[src/hdl/adc_seq_pkg.sv]
package adc_seq_pkg;

    localparam int SAMPLE_BITS = 10;
    localparam logic [7:0] ENABLE_TICKS = 8'd1;
    localparam logic [7:0] DISABLE_TICKS = 8'd1;

    localparam logic [4:0] LAST_MSB_IDX = 5'(SAMPLE_BITS - 1);
    localparam logic [4:0] LAST_BIT_IDX = 5'(2 * SAMPLE_BITS - 2);
    localparam logic [4:0] LAST_SEND_IDX = 5'd5;
    localparam logic [4:0] WINDOW_SEND_IDX = 5'd4;

    localparam int CFG_INDEX_W = 3;
    localparam int CFG_DATA_W = 16;

    typedef enum logic [CFG_INDEX_W-1:0] {
        REG_CS_HIGH      = 3'd0,
        REG_CS_SETUP     = 3'd1,
        REG_DATA_SETUP   = 3'd2,
        REG_DATA_HOLD    = 3'd3,
        REG_CLOCK_HIGH   = 3'd4,
        REG_CLOCK_LOW    = 3'd5,
        REG_OUTPUT_VALID = 3'd6,
        REG_BLEED_LIMIT  = 3'd7
    } cfg_index_t;

    typedef struct packed {
        logic       start_req;
        logic [3:0] channel_code;
        logic       monitor_mode;
        logic       dout_level;
    } in_item_t;

    typedef struct packed {
        logic                   cs_pin;
        logic                   clk_pin;
        logic                   din_pin;
        logic                   busy_res;
        logic                   done_res;
        logic [SAMPLE_BITS-1:0] sample_value;
        logic                   err_idle_dout;
        logic                   err_null_bit;
        logic                   err_end_dout;
        logic                   err_bleed;
        logic                   err_mismatch;
    } out_item_t;

    function automatic logic [7:0] at_least_one(input logic [7:0] v);
        return (v == 8'd0) ? 8'd1 : v;
    endfunction

    function automatic logic [7:0] larger(input logic [7:0] a, input logic [7:0] b);
        return (a > b) ? a : b;
    endfunction

    function automatic logic chan_bit(input logic [3:0] ch, input logic [4:0] j);
        logic r;
        case (j)
            5'd0: r = ch[3];
            5'd1: r = ch[2];
            5'd2: r = ch[1];
            default: r = ch[0];
        endcase
        return r;
    endfunction

endpackage

[src/hdl/adc_spi_readout_sequencer.sv]
// A result is registered on the clock edge that accepts its input transaction.
// Throughput: one transaction per cycle while the consumer takes results; the frame sequencer advances once per tick.
// Input ready drops only while a registered result waits for the consumer.
// Reset (aresetn low, synchronous): sequencer idle, timing registers at defaults,
// output register empty.
module adc_spi_readout_sequencer (
    input  logic                                aclk,
    input  logic                                aresetn,
    input  logic                                s_valid,
    output logic                                s_ready,
    input  adc_seq_pkg::in_item_t               s_data,
    output logic                                m_valid,
    input  logic                                m_ready,
    output adc_seq_pkg::out_item_t              m_data,
    input  logic                                cfg_we,
    input  logic [adc_seq_pkg::CFG_INDEX_W-1:0] cfg_index,
    input  logic [adc_seq_pkg::CFG_DATA_W-1:0]  cfg_wdata
);
    import adc_seq_pkg::*;

    typedef enum logic [8:0] {
        PH_IDLE      = 9'b000000001,
        PH_RESET     = 9'b000000010,
        PH_SETUP     = 9'b000000100,
        PH_SEND_HIGH = 9'b000001000,
        PH_SEND_LOW  = 9'b000010000,
        PH_NULL      = 9'b000100000,
        PH_RECV_HIGH = 9'b001000000,
        PH_RECV_LOW  = 9'b010000000,
        PH_END       = 9'b100000000
    } phase_t;

    logic [7:0]  cs_high_reg, cs_setup_reg, data_setup_reg, data_hold_reg;
    logic [7:0]  clock_high_reg, clock_low_reg, output_valid_reg;
    logic [15:0] bleed_limit_reg;

    phase_t                 phase_reg, phase_next, ph_e;
    logic [7:0]             tick_reg, tick_next, tick_e;
    logic [4:0]             bit_reg, bit_next, bit_e;
    logic [SAMPLE_BITS-1:0] msb_reg, msb_next, msb_e;
    logic [SAMPLE_BITS-1:0] lsb_reg, lsb_next, lsb_e;
    logic [3:0]             chan_reg, chan_next, chan_e;
    logic                   mon_reg, mon_next, mon_e;
    logic [15:0]            win_reg, win_next, win_e;
    logic [2:0]             lev_reg, lev_next, lev_e;

    logic                   m_valid_reg, m_valid_next;
    out_item_t              m_data_reg, out_next;

    logic                   s_fire;
    logic [8:0]             k;
    logic [7:0]             len;
    logic [7:0]             ov_len;
    logic [4:0]             lsb_sh;
    logic                   in_window;
    logic                   done;
    logic                   dout;

    assign s_ready = !m_valid_reg || m_ready;
    assign s_fire  = s_valid && s_ready;
    assign m_valid = m_valid_reg;
    assign m_data  = m_data_reg;
    assign dout    = s_data.dout_level;
    assign ov_len  = at_least_one(output_valid_reg);

    always_comb begin
        ph_e   = phase_reg;
        tick_e = tick_reg;
        bit_e  = bit_reg;
        msb_e  = msb_reg;
        lsb_e  = lsb_reg;
        chan_e = chan_reg;
        mon_e  = mon_reg;
        win_e  = win_reg;
        lev_e  = lev_reg;
        if (phase_reg == PH_IDLE && s_data.start_req) begin
            ph_e   = PH_RESET;
            tick_e = 8'd0;
            bit_e  = 5'd0;
            msb_e  = '0;
            lsb_e  = '0;
            chan_e = s_data.channel_code;
            mon_e  = s_data.monitor_mode;
            win_e  = 16'd0;
            lev_e  = 3'd0;
        end

        k      = {1'b0, tick_e} + 9'd1;
        lsb_sh = bit_e - LAST_MSB_IDX;

        case (ph_e)
            PH_RESET:     len = at_least_one(cs_high_reg);
            PH_SETUP:     len = at_least_one(larger(cs_setup_reg, data_setup_reg));
            PH_SEND_HIGH: len = at_least_one(data_hold_reg);
            PH_SEND_LOW:  len = at_least_one(data_setup_reg);
            PH_NULL:      len = mon_e ? at_least_one(larger(ENABLE_TICKS, clock_low_reg))
                                      : at_least_one(clock_low_reg);
            PH_RECV_HIGH: len = at_least_one(clock_high_reg);
            PH_RECV_LOW:  len = at_least_one(larger(output_valid_reg, clock_low_reg));
            default:      len = at_least_one(DISABLE_TICKS);
        endcase

        phase_next = ph_e;
        tick_next  = tick_e;
        bit_next   = bit_e;
        msb_next   = msb_e;
        lsb_next   = lsb_e;
        chan_next  = chan_e;
        mon_next   = mon_e;
        win_next   = win_e;
        lev_next   = lev_e;
        in_window  = 1'b0;
        done       = 1'b0;
        out_next   = '0;
        out_next.cs_pin = 1'b1;

        case (ph_e)
            PH_IDLE: begin
            end
            PH_RESET: begin
                if (k >= {1'b0, len} && mon_e && !dout) begin
                    lev_next[0] = 1'b1;
                end
            end
            PH_SETUP: begin
                out_next.cs_pin  = 1'b0;
                out_next.din_pin = 1'b1;
            end
            PH_SEND_HIGH: begin
                out_next.cs_pin  = 1'b0;
                out_next.clk_pin = 1'b1;
                out_next.din_pin = (bit_e == 5'd0) ? 1'b1 : chan_bit(chan_e, bit_e - 5'd1);
                if (bit_e == WINDOW_SEND_IDX && tick_e == 8'd0) begin
                    win_next = 16'd0;
                end else if (bit_e >= WINDOW_SEND_IDX) begin
                    in_window = 1'b1;
                end
            end
            PH_SEND_LOW: begin
                out_next.cs_pin  = 1'b0;
                out_next.din_pin = chan_bit(chan_e, bit_e);
                in_window = (bit_e == WINDOW_SEND_IDX);
            end
            PH_NULL: begin
                out_next.cs_pin  = 1'b0;
                out_next.din_pin = chan_e[0];
                in_window = 1'b1;
                if (mon_e && k == {1'b0, at_least_one(ENABLE_TICKS)} && dout) begin
                    lev_next[1] = 1'b1;
                end
            end
            PH_RECV_HIGH: begin
                out_next.cs_pin  = 1'b0;
                out_next.clk_pin = 1'b1;
                out_next.din_pin = chan_e[0];
                in_window = (bit_e <= LAST_MSB_IDX);
            end
            PH_RECV_LOW: begin
                out_next.cs_pin  = 1'b0;
                out_next.din_pin = chan_e[0];
                in_window = (bit_e < LAST_MSB_IDX)
                         || (bit_e == LAST_MSB_IDX && k <= {1'b0, ov_len});
                if (k == {1'b0, ov_len}) begin
                    if (bit_e <= LAST_MSB_IDX) begin
                        msb_next = {msb_e[SAMPLE_BITS-2:0], dout};
                    end
                    if (bit_e >= LAST_MSB_IDX && bit_e <= LAST_BIT_IDX) begin
                        lsb_next = lsb_e | ({{(SAMPLE_BITS-1){1'b0}}, dout} << lsb_sh);
                    end
                end
            end
            default: begin
                out_next.din_pin = chan_e[0];
                if (k >= {1'b0, len}) begin
                    done = 1'b1;
                    if (mon_e && !dout) begin
                        lev_next[2] = 1'b1;
                    end
                end
            end
        endcase

        if (in_window && win_e != 16'hFFFF) begin
            win_next = win_e + 16'd1;
        end

        out_next.busy_res = (ph_e != PH_IDLE);
        out_next.done_res = done;
        if (done) begin
            out_next.sample_value = msb_next;
            if (mon_e) begin
                out_next.err_idle_dout = lev_next[0];
                out_next.err_null_bit  = lev_next[1];
                out_next.err_end_dout  = lev_next[2];
                out_next.err_bleed     = (win_next > bleed_limit_reg);
                out_next.err_mismatch  = (msb_next != lsb_next);
            end
        end

        if (ph_e != PH_IDLE) begin
            if (k < {1'b0, len}) begin
                tick_next = k[7:0];
            end else begin
                tick_next = 8'd0;
                case (ph_e)
                    PH_RESET: phase_next = PH_SETUP;
                    PH_SETUP: begin
                        phase_next = PH_SEND_HIGH;
                        bit_next   = 5'd0;
                    end
                    PH_SEND_HIGH: begin
                        if (bit_e >= LAST_SEND_IDX) begin
                            phase_next = PH_NULL;
                            bit_next   = 5'd0;
                        end else begin
                            phase_next = PH_SEND_LOW;
                        end
                    end
                    PH_SEND_LOW: begin
                        phase_next = PH_SEND_HIGH;
                        bit_next   = bit_e + 5'd1;
                    end
                    PH_NULL: begin
                        phase_next = PH_RECV_HIGH;
                        bit_next   = 5'd0;
                    end
                    PH_RECV_HIGH: phase_next = PH_RECV_LOW;
                    PH_RECV_LOW: begin
                        if (bit_e >= LAST_BIT_IDX || (bit_e >= LAST_MSB_IDX && !mon_e)) begin
                            phase_next = PH_END;
                        end else begin
                            phase_next = PH_RECV_HIGH;
                            bit_next   = bit_e + 5'd1;
                        end
                    end
                    default: begin
                        phase_next = PH_IDLE;
                        bit_next   = 5'd0;
                    end
                endcase
            end
        end
    end

    always_comb begin
        m_valid_next = m_valid_reg;
        if (s_fire) begin
            m_valid_next = 1'b1;
        end else if (m_ready) begin
            m_valid_next = 1'b0;
        end
    end

    always_ff @(posedge aclk) begin
        if (!aresetn) begin
            phase_reg   <= PH_IDLE;
            tick_reg    <= 8'd0;
            bit_reg     <= 5'd0;
            msb_reg     <= '0;
            lsb_reg     <= '0;
            chan_reg    <= 4'd0;
            mon_reg     <= 1'b0;
            win_reg     <= 16'd0;
            lev_reg     <= 3'd0;
            m_valid_reg <= 1'b0;
        end else begin
            m_valid_reg <= m_valid_next;
            if (s_fire) begin
                phase_reg <= phase_next;
                tick_reg  <= tick_next;
                bit_reg   <= bit_next;
                msb_reg   <= msb_next;
                lsb_reg   <= lsb_next;
                chan_reg  <= chan_next;
                mon_reg   <= mon_next;
                win_reg   <= win_next;
                lev_reg   <= lev_next;
            end
        end
    end

    always_ff @(posedge aclk) begin
        if (s_fire) begin
            m_data_reg <= out_next;
        end
    end

    always_ff @(posedge aclk) begin
        if (!aresetn) begin
            cs_high_reg      <= 8'd4;
            cs_setup_reg     <= 8'd1;
            data_setup_reg   <= 8'd1;
            data_hold_reg    <= 8'd1;
            clock_high_reg   <= 8'd1;
            clock_low_reg    <= 8'd1;
            output_valid_reg <= 8'd1;
            bleed_limit_reg  <= 16'd1000;
        end else if (cfg_we) begin
            case (cfg_index_t'(cfg_index))
                REG_CS_HIGH:      cs_high_reg      <= cfg_wdata[7:0];
                REG_CS_SETUP:     cs_setup_reg     <= cfg_wdata[7:0];
                REG_DATA_SETUP:   data_setup_reg   <= cfg_wdata[7:0];
                REG_DATA_HOLD:    data_hold_reg    <= cfg_wdata[7:0];
                REG_CLOCK_HIGH:   clock_high_reg   <= cfg_wdata[7:0];
                REG_CLOCK_LOW:    clock_low_reg    <= cfg_wdata[7:0];
                REG_OUTPUT_VALID: output_valid_reg <= cfg_wdata[7:0];
                REG_BLEED_LIMIT:  bleed_limit_reg  <= cfg_wdata[15:0];
                default: begin
                end
            endcase
        end
    end

    // completed frame returns the sequencer to idle
    a_done_to_idle: assert property (@(posedge aclk) disable iff (!aresetn)
        (s_fire && out_next.done_res) |=> (phase_reg == PH_IDLE))
        else $error("sequencer not idle after frame completion");

    a_idle_stays: assert property (@(posedge aclk) disable iff (!aresetn)
        (s_fire && phase_reg == PH_IDLE && !s_data.start_req) |=> (phase_reg == PH_IDLE))
        else $error("sequencer left idle without a start request");

    a_idle_cs_high: assert property (@(posedge aclk) disable iff (!aresetn)
        (m_valid_reg && !m_data_reg.busy_res) |-> m_data_reg.cs_pin)
        else $error("chip select driven low outside a frame");

    a_quiet_flags: assert property (@(posedge aclk) disable iff (!aresetn)
        (m_valid_reg && !m_data_reg.done_res) |->
        (m_data_reg.sample_value == '0 && !m_data_reg.err_idle_dout
         && !m_data_reg.err_null_bit && !m_data_reg.err_end_dout
         && !m_data_reg.err_bleed && !m_data_reg.err_mismatch))
        else $error("sample or error flags set without done");

endmodule

[config.mk]
export PLATFORM = sky130hd
export DESIGN_NAME = adc_spi_readout_sequencer
export DESIGN_NICKNAME = d
export VERILOG_FILES = /design/src/hdl/adc_seq_pkg.sv /design/src/hdl/adc_spi_readout_sequencer.sv
export SDC_FILE = /design/constraint.sdc
export NUM_CORES = 1
export LEC_CHECK = 0
export BUFFER_PORTS_ARGS = -buffer_cell sky130_fd_sc_hd__buf_4
export CORE_MARGIN = 2
export CORE_UTILIZATION = 31
export DETAILED_ROUTE_END_ITERATION = 8
export PLACE_DENSITY = 0.48
export SLEW_MARGIN = 40
export SYNTH_ARGS = -nofsm -noshare
export SYNTH_HDL_FRONTEND = slang
export SYNTH_SLANG_ARGS = --single-unit
[constraint.sdc]
create_clock -name aclk -period 7.8 [get_ports aclk]
set_input_delay 0.78 -clock aclk [delete_from_list [all_inputs] [get_ports aclk]]
set_output_delay 0.78 -clock aclk [all_outputs]
set_load 0.005 [all_outputs]
# After elaboration in Yosys (flattened, before gate mapping)
# Index checks and enable logic that the tools add are counted.
classes:
  addsub: 5
  order_cmp: 14
  n_eq_ne: 27
  shifts: 1
  muxes: 64
  n_bitwise: 1
  reduce_logical: 47
op_table:
  columns: ["op", "n"]
  rows:
  - ["8-bit 2-to-1 mux", 16]
  - ["8-bit zero test", 10]
  - ["10-bit 2-to-1 mux", 8]
  - ["16-bit 2-to-1 mux", 4]
  - ["8-bit case mux with 7 select lines", 1]
  - ["9-bit case mux with 6 select lines", 1]
  - ["9-bit 2-to-1 mux", 4]
  - ["9-bit by 1-bit equality test with 1-bit output (second input constant)", 3]
  - ["5-bit 2-to-1 mux", 5]
  - ["5-bit case mux with 4 select lines", 1]
  - ["2-bit AND reduction", 9]
  - ["1-bit 2-to-1 mux", 17]
  - ["16-bit by 1-bit adder with 16-bit output (second input constant)", 1]
  - ["16-bit greater-than comparator", 1]
  - ["8-bit greater-than comparator", 2]
  - ["16-bit inequality test (second input constant)", 1]
  - ["3-bit equality test (second input constant)", 4]
  - ["1-bit logical AND", 12]
  - ["5-bit by 1-bit equality test with 1-bit output (second input constant)", 2]
  - ["5-bit by 2-bit equality test with 1-bit output (second input constant)", 2]
  - ["5-bit by 3-bit greater-or-equal comparator with 1-bit output (second input constant)", 2]
  - ["5-bit zero test", 2]
  - ["10-bit inequality test", 1]
  - ["10-bit bitwise OR", 1]
  - ["other kinds (40)", 49]
word_totals:
  reg_bits: 159
  in_bits: 31
  out_inout_bits: 22
  wordCells: 188

# Logic depth before layout (Yosys ltp)
depth:
  word_depth: 11
  mapped_depth: 33
  mapped_depth_nobuf: 27

# Least setup slack after synthesis
# Ideal clock, no wire load.
synth_timing:
  kind: "input-to-reg"
  startpoint: "input port s_data[6] in the netlist's numbering"
  endpoint: "register m_data_reg, in the netlist m_data[1], data pin"
  arrival_time_ns: 6.097
  required_ns: 7.536
  path_slack_ns: 1.440
  cell_stages: 27
  cell_sequence: "and3b_1 > nand3_1 > clkbuf_1 > buf_1 > clkbuf_1 > nand2_1 > inv_1 > ha_1 > nand2_1 > o211a_1 > a311o_1 > o2111ai_2 > a311oi_2 > o221ai_2 > buf_2 > mux2_2 > ha_1 > nor2b_1 > o21a_1 > o21a_1 > o21a_1 > o21a_1 > o21ai_0 > nand2b_1 > a21oi_1 > o311a_1 > nor4_1"
synth_via:
  elab_chain_cells: 10
synth_rtl:
  columns: ["item", "line_no", "source"]
  rows:
  - ["from (decl)", "adc_spi_readout_sequencer.sv:11", "input adc_seq_pkg::in_item_t s_data,"]
  - ["1-bit logical AND *", "adc_spi_readout_sequencer.sv:76", "if (phase_reg == PH_IDLE && s_data.start_req) begin"]
  - ["8-bit 2-to-1 mux", "adc_spi_readout_sequencer.sv:76", null]
  - ["8-bit by 1-bit adder with 9-bit output", "adc_spi_readout_sequencer.sv:88", "k = {1'b0, tick_e} + 9'd1;"]
  - ["9-bit by 8-bit less-or-equal comparator with 1-bit output", "adc_spi_readout_sequencer.sv:162", "|| (bit_e == LAST_MSB_IDX && k <= {1'b0, ov_len});"]
  - ["1-bit logical AND", "adc_spi_readout_sequencer.sv:162", null]
  - ["1-bit logical OR", "adc_spi_readout_sequencer.sv:162", null]
  - ["1-bit case mux with 5 select lines", "adc_spi_readout_sequencer.sv:117", "case (ph_e)"]
  - ["1-bit logical AND", "adc_spi_readout_sequencer.sv:183", "if (in_window && win_e != 16'hFFFF) begin"]
  - ["16-bit 2-to-1 mux *", "adc_spi_readout_sequencer.sv:183", null]
  - ["named net win_next[1]", "adc_spi_readout_sequencer.sv:44", "logic [15:0] win_reg, win_next, win_e;"]
  - ["16-bit greater-than comparator *", "adc_spi_readout_sequencer.sv:195", "out_next.err_bleed = (win_next > bleed_limit_reg);"]
  - ["to (signal assigned)", "adc_spi_readout_sequencer.sv:284", "m_data_reg <= out_next;"]
  - ["to (decl)", "adc_spi_readout_sequencer.sv:48", "out_item_t m_data_reg, out_next;"]
# Mark *: on every way through the listed nets, which the timed path passes. The rest lies on a longest branch.
# A chain may end at the register's enable or synchronous reset.

# Worst setup path after layout
layout_timing:
  startpoint: "register phase_reg[5]"
  endpoint: "register m_data_reg, in the netlist m_data[1], data pin"
layout_via:
  elab_chain_cells: 11
layout_rtl:
  columns: ["item", "line_no", "source"]
  rows:
  - ["from (decl)", "adc_spi_readout_sequencer.sv:37", "phase_t phase_reg, phase_next, ph_e;"]
  - ["from (signal assigned)", "adc_spi_readout_sequencer.sv:269", "phase_reg <= phase_next;"]
  - ["9-bit by 1-bit equality test with 1-bit output", "adc_spi_readout_sequencer.sv:76", null]
  - ["1-bit logical AND", "adc_spi_readout_sequencer.sv:76", null]
  - ["8-bit 2-to-1 mux", "adc_spi_readout_sequencer.sv:76", null]
  - ["8-bit by 1-bit adder with 9-bit output", "adc_spi_readout_sequencer.sv:88", null]
  - ["9-bit by 8-bit less-or-equal comparator with 1-bit output", "adc_spi_readout_sequencer.sv:162", null]
  - ["1-bit logical AND", "adc_spi_readout_sequencer.sv:162", null]
  - ["1-bit logical OR", "adc_spi_readout_sequencer.sv:162", null]
  - ["1-bit case mux with 5 select lines", "adc_spi_readout_sequencer.sv:117", null]
  - ["1-bit logical AND", "adc_spi_readout_sequencer.sv:183", null]
  - ["16-bit 2-to-1 mux *", "adc_spi_readout_sequencer.sv:183", null]
  - ["named net win_next[9]", "adc_spi_readout_sequencer.sv:44", null]
  - ["16-bit greater-than comparator *", "adc_spi_readout_sequencer.sv:195", null]
# Marked as above.

==> flow_summary.yaml <==
setup_path:
  crit_type: "flip-flop to flip-flop"
  crit_path_end_kind: "flip-flop"
  crit_fanout: 26
  crit_arrival_ns: 6.62
  worstPathRequired_ns: 7.97
  cp-start-kind: "flip-flop"
floorplan:
  dieArea_um2: 33630
  start_util: 0.3153
  fp.coreArea_um2: 31640
  rows: 65
  ios: 53
  fp.dieH_um: 183.4
  fp.dieW_um: 183.4
yosys:
  synth-edff-count: 20
  synth-compound-area-share: 0.2145
  synth.avg_cell_area_um2: 7.644
  netlist_top_cells_count: "nand2_1, a21oi_1, dfxtp_1"
  synthFlopType: "dfxtp_1"
  synth_adder_area_share: 0.06622
  synth_cell_types: 86
  muxShareOfSynthArea: 0.03738
  synthSimpleGateAreaFrac: 0.2779
  yosysWarnings: 0
  synthXorXnorAreaFrac: 0.01317
  synthArstFlopShare: 0
  syn-cell-area_um2: 9976
  synth_nets: 1388
  ys_ff_latch: 159
  ys_seq_area_frac: 0.3391
  synth_top_family_by_area: "simple AND/OR/NAND/NOR gates"
  yosysTopAreaCell: "dfxtp_1"
  yosysMostFrequentCell: "nand2_1"
  syn_inst: 1305
  ys_top_cells_by_area: "dfxtp_1, nand2_1, a21oi_1, ha_1, edfxtp_1"
  synth_top_area_share: 0.2789
timing:
  post-route-period-util: 0.8269
  relSlewSlack: 0.4476
  fmax_mhz: 155.0
  hold_viol_final: 0
  tns_ns: 0
  finalSetupViolCount: 0
  tightest_slew_ns: 0.8255
  rsz0062_at_grt: "no"
  clock_skew_ns: 0.01009
  drv_slew: 0
  min_period_ns: 6.450
  whs_ns: 0.4509
cells_and_area:
  n_antenna_cell: 0
  multi_input_area_um2: 6117
  syn2layout_area_growth_pct: 13.51
  n_fill_cell: 3351
  largest_reg_flops: 20
  layout-drive-gt1-share: 0.1025
  finalNetCount: 1398
  seqCellArea_um2: 3383
  stdcell_count: 1729
drt:
  avgRoutedWirePerCell_um: 18.65
  vias: 9478
  routed_via_density: 5.482
  drt-total-wl_mm: 32.25
  dr.pass1.iters: 8
  drc: 0
  drt_iter0_drc: 657
  ant_nets: 0
cts:
  clockBufferDepth: 2
  cts-htree-levels: 4
  cts_sinks: 159
  clk-insertion-delay-late_ns: 0.44
  post_cts_buffers: 0
  cts_hold_buffers: 0
  clk_pin_slew_ns: 0.07
  cts_root_buf: "clkbuf_16"
  numCtsBuffers: 17
  cts_resized: 0
  cts_tree: "built"
min_path:
  hold_path_class: "flip-flop to flip-flop"
grt:
  grt_max_degree: 85
  track_usage: 0.1934
  use_met2: 0.3008
  busiest_layer: "met2"
  grt_pass1_wl_mm: 50.95
  grt_antenna_before_repair: 0
  grt_pass1_vias: 8833
  grt_use_met1: 0.2807
  grt_overflow_total: 0
  met3_usage: 0.02522
outcome:
  outcome: "completed"
placed_design:
  placedCellCount: 1698
  hpwl_mm: 22.53
  gp_congestion: 0.8338
  io_buffers: 52
pwr:
  p_total_mw: 2.576
  power.density_nw_per_um2: 227.5
  p_leak_nw: 4.135
  vdd_ir_drop_max_uv: 175.4
run:
  maxCapViolations: 0
## where the power goes
part | switching [mW] | total, mW | leakage, nW | internal (mW)
combinational | 0.525 | 0.757 | 2.50 | 0.232
sequential | 0.0396 | 0.910 | 1.32 | 0.870
clock | 0.365 | 0.909 | 0.313 | 0.544
total | 0.930 | 2.58 | 4.13 | 1.65
## per-layer routing
| layer | share of wire | vias up |
|---|---|---|
| met5 | 0 | - |
| met4 | 0.013 | 0 |
| met3 | 0.044 | 32 |
| met2 | 0.44 | 230 |
| met1 | 0.50 | 4519 |
| li1 | - | 4697 |
## stage by stage
stage	utilization	instance area, um^2	worst slack, ns
2_1_floorplan	-	9976	1.440
3_3_place_gp	0.3368	10660	1.594
3_5_place_dp	0.3372	10670	1.344
4_1_cts	0.3571	11300	1.315
5_1_grt	0.3579	11320	0.8421
6_report	0.3579	11320	1.350
## critical path, stage by stage, from the launching register on
cell	delay [ns]
dfxtp_1	0.45
nor4_2	0.63
nand3_2	0.42
nand2_1	0.21
inv_1	0.10
ha_1	0.26
xnor2_1	0.38
ha_1	0.23
nand3_1	0.08
nor2_1	0.12
o2111ai_2	0.40
a311oi_2	0.46
o221ai_2	0.24
buf_4	0.29
nor3_2	0.26
mux2i_1	0.23
ha_1	0.27
a21o_1	0.16
a21oi_1	0.14
nor2b_1	0.05
o21ai_0	0.14
nand2b_1	0.07
a21oi_1	0.14
nor2b_1	0.05
o21ai_0	0.15
o311a_1	0.18
nor4_1	0.05
## layout make-up
class                      count  share of cell area
multi-input combinational   1016              0.5402
sequential                   159              0.2988
clock buffer                  24             0.04718
tap                          402             0.04442
timing repair buffer          62             0.04144
inverter                      59             0.01967
clock inverter                 7            0.008287
## kinds of logic (layout without fill, tap and decap cells)
| group | after synthesis | count (layout) |
|---|---|---|
| simple gates | 585 | 585 |
| compound gates | 327 | 327 |
| flops | 159 | 159 |
| buf+inv | 130 | 152 |
| fa+ha+maj | 53 | 53 |
| mux | 36 | 36 |
| xor+xnor | 15 | 15 |
## worst paths after layout
kind,cells after the start,end,slack [ns],start
setup reg to reg,26,m_data[1],1.35,phase_reg[5]
setup / recovery,26,m_data[1],1.35,phase_reg[5]
hold reg to reg,2,lsb_reg[0],0.45,lsb_reg[0]
hold / removal,2,lsb_reg[0],0.45,lsb_reg[0]
## cells in the final DEF, fill, tap and decap left out, types with 16 or more instances in the layout
cell | netlist | layout
nand2_1 | 259 | 257
a21oi_1 | 144 | 144
dfxtp_1 | 139 | 139
nor2_1 | 101 | 101
buf_4 | 0 | 61
inv_1 | 55 | 55
ha_1 | 52 | 52
nand3_1 | 52 | 51
nor3_1 | 36 | 34
o21ai_0 | 34 | 34
mux2i_1 | 26 | 26
nand4_1 | 21 | 21
edfxtp_1 | 20 | 20
clkbuf_16 | 0 | 19
nor4_1 | 18 | 18
a22oi_1 | 18 | 18
nor2b_1 | 16 | 16
Power figures use the tool's default switching activity.
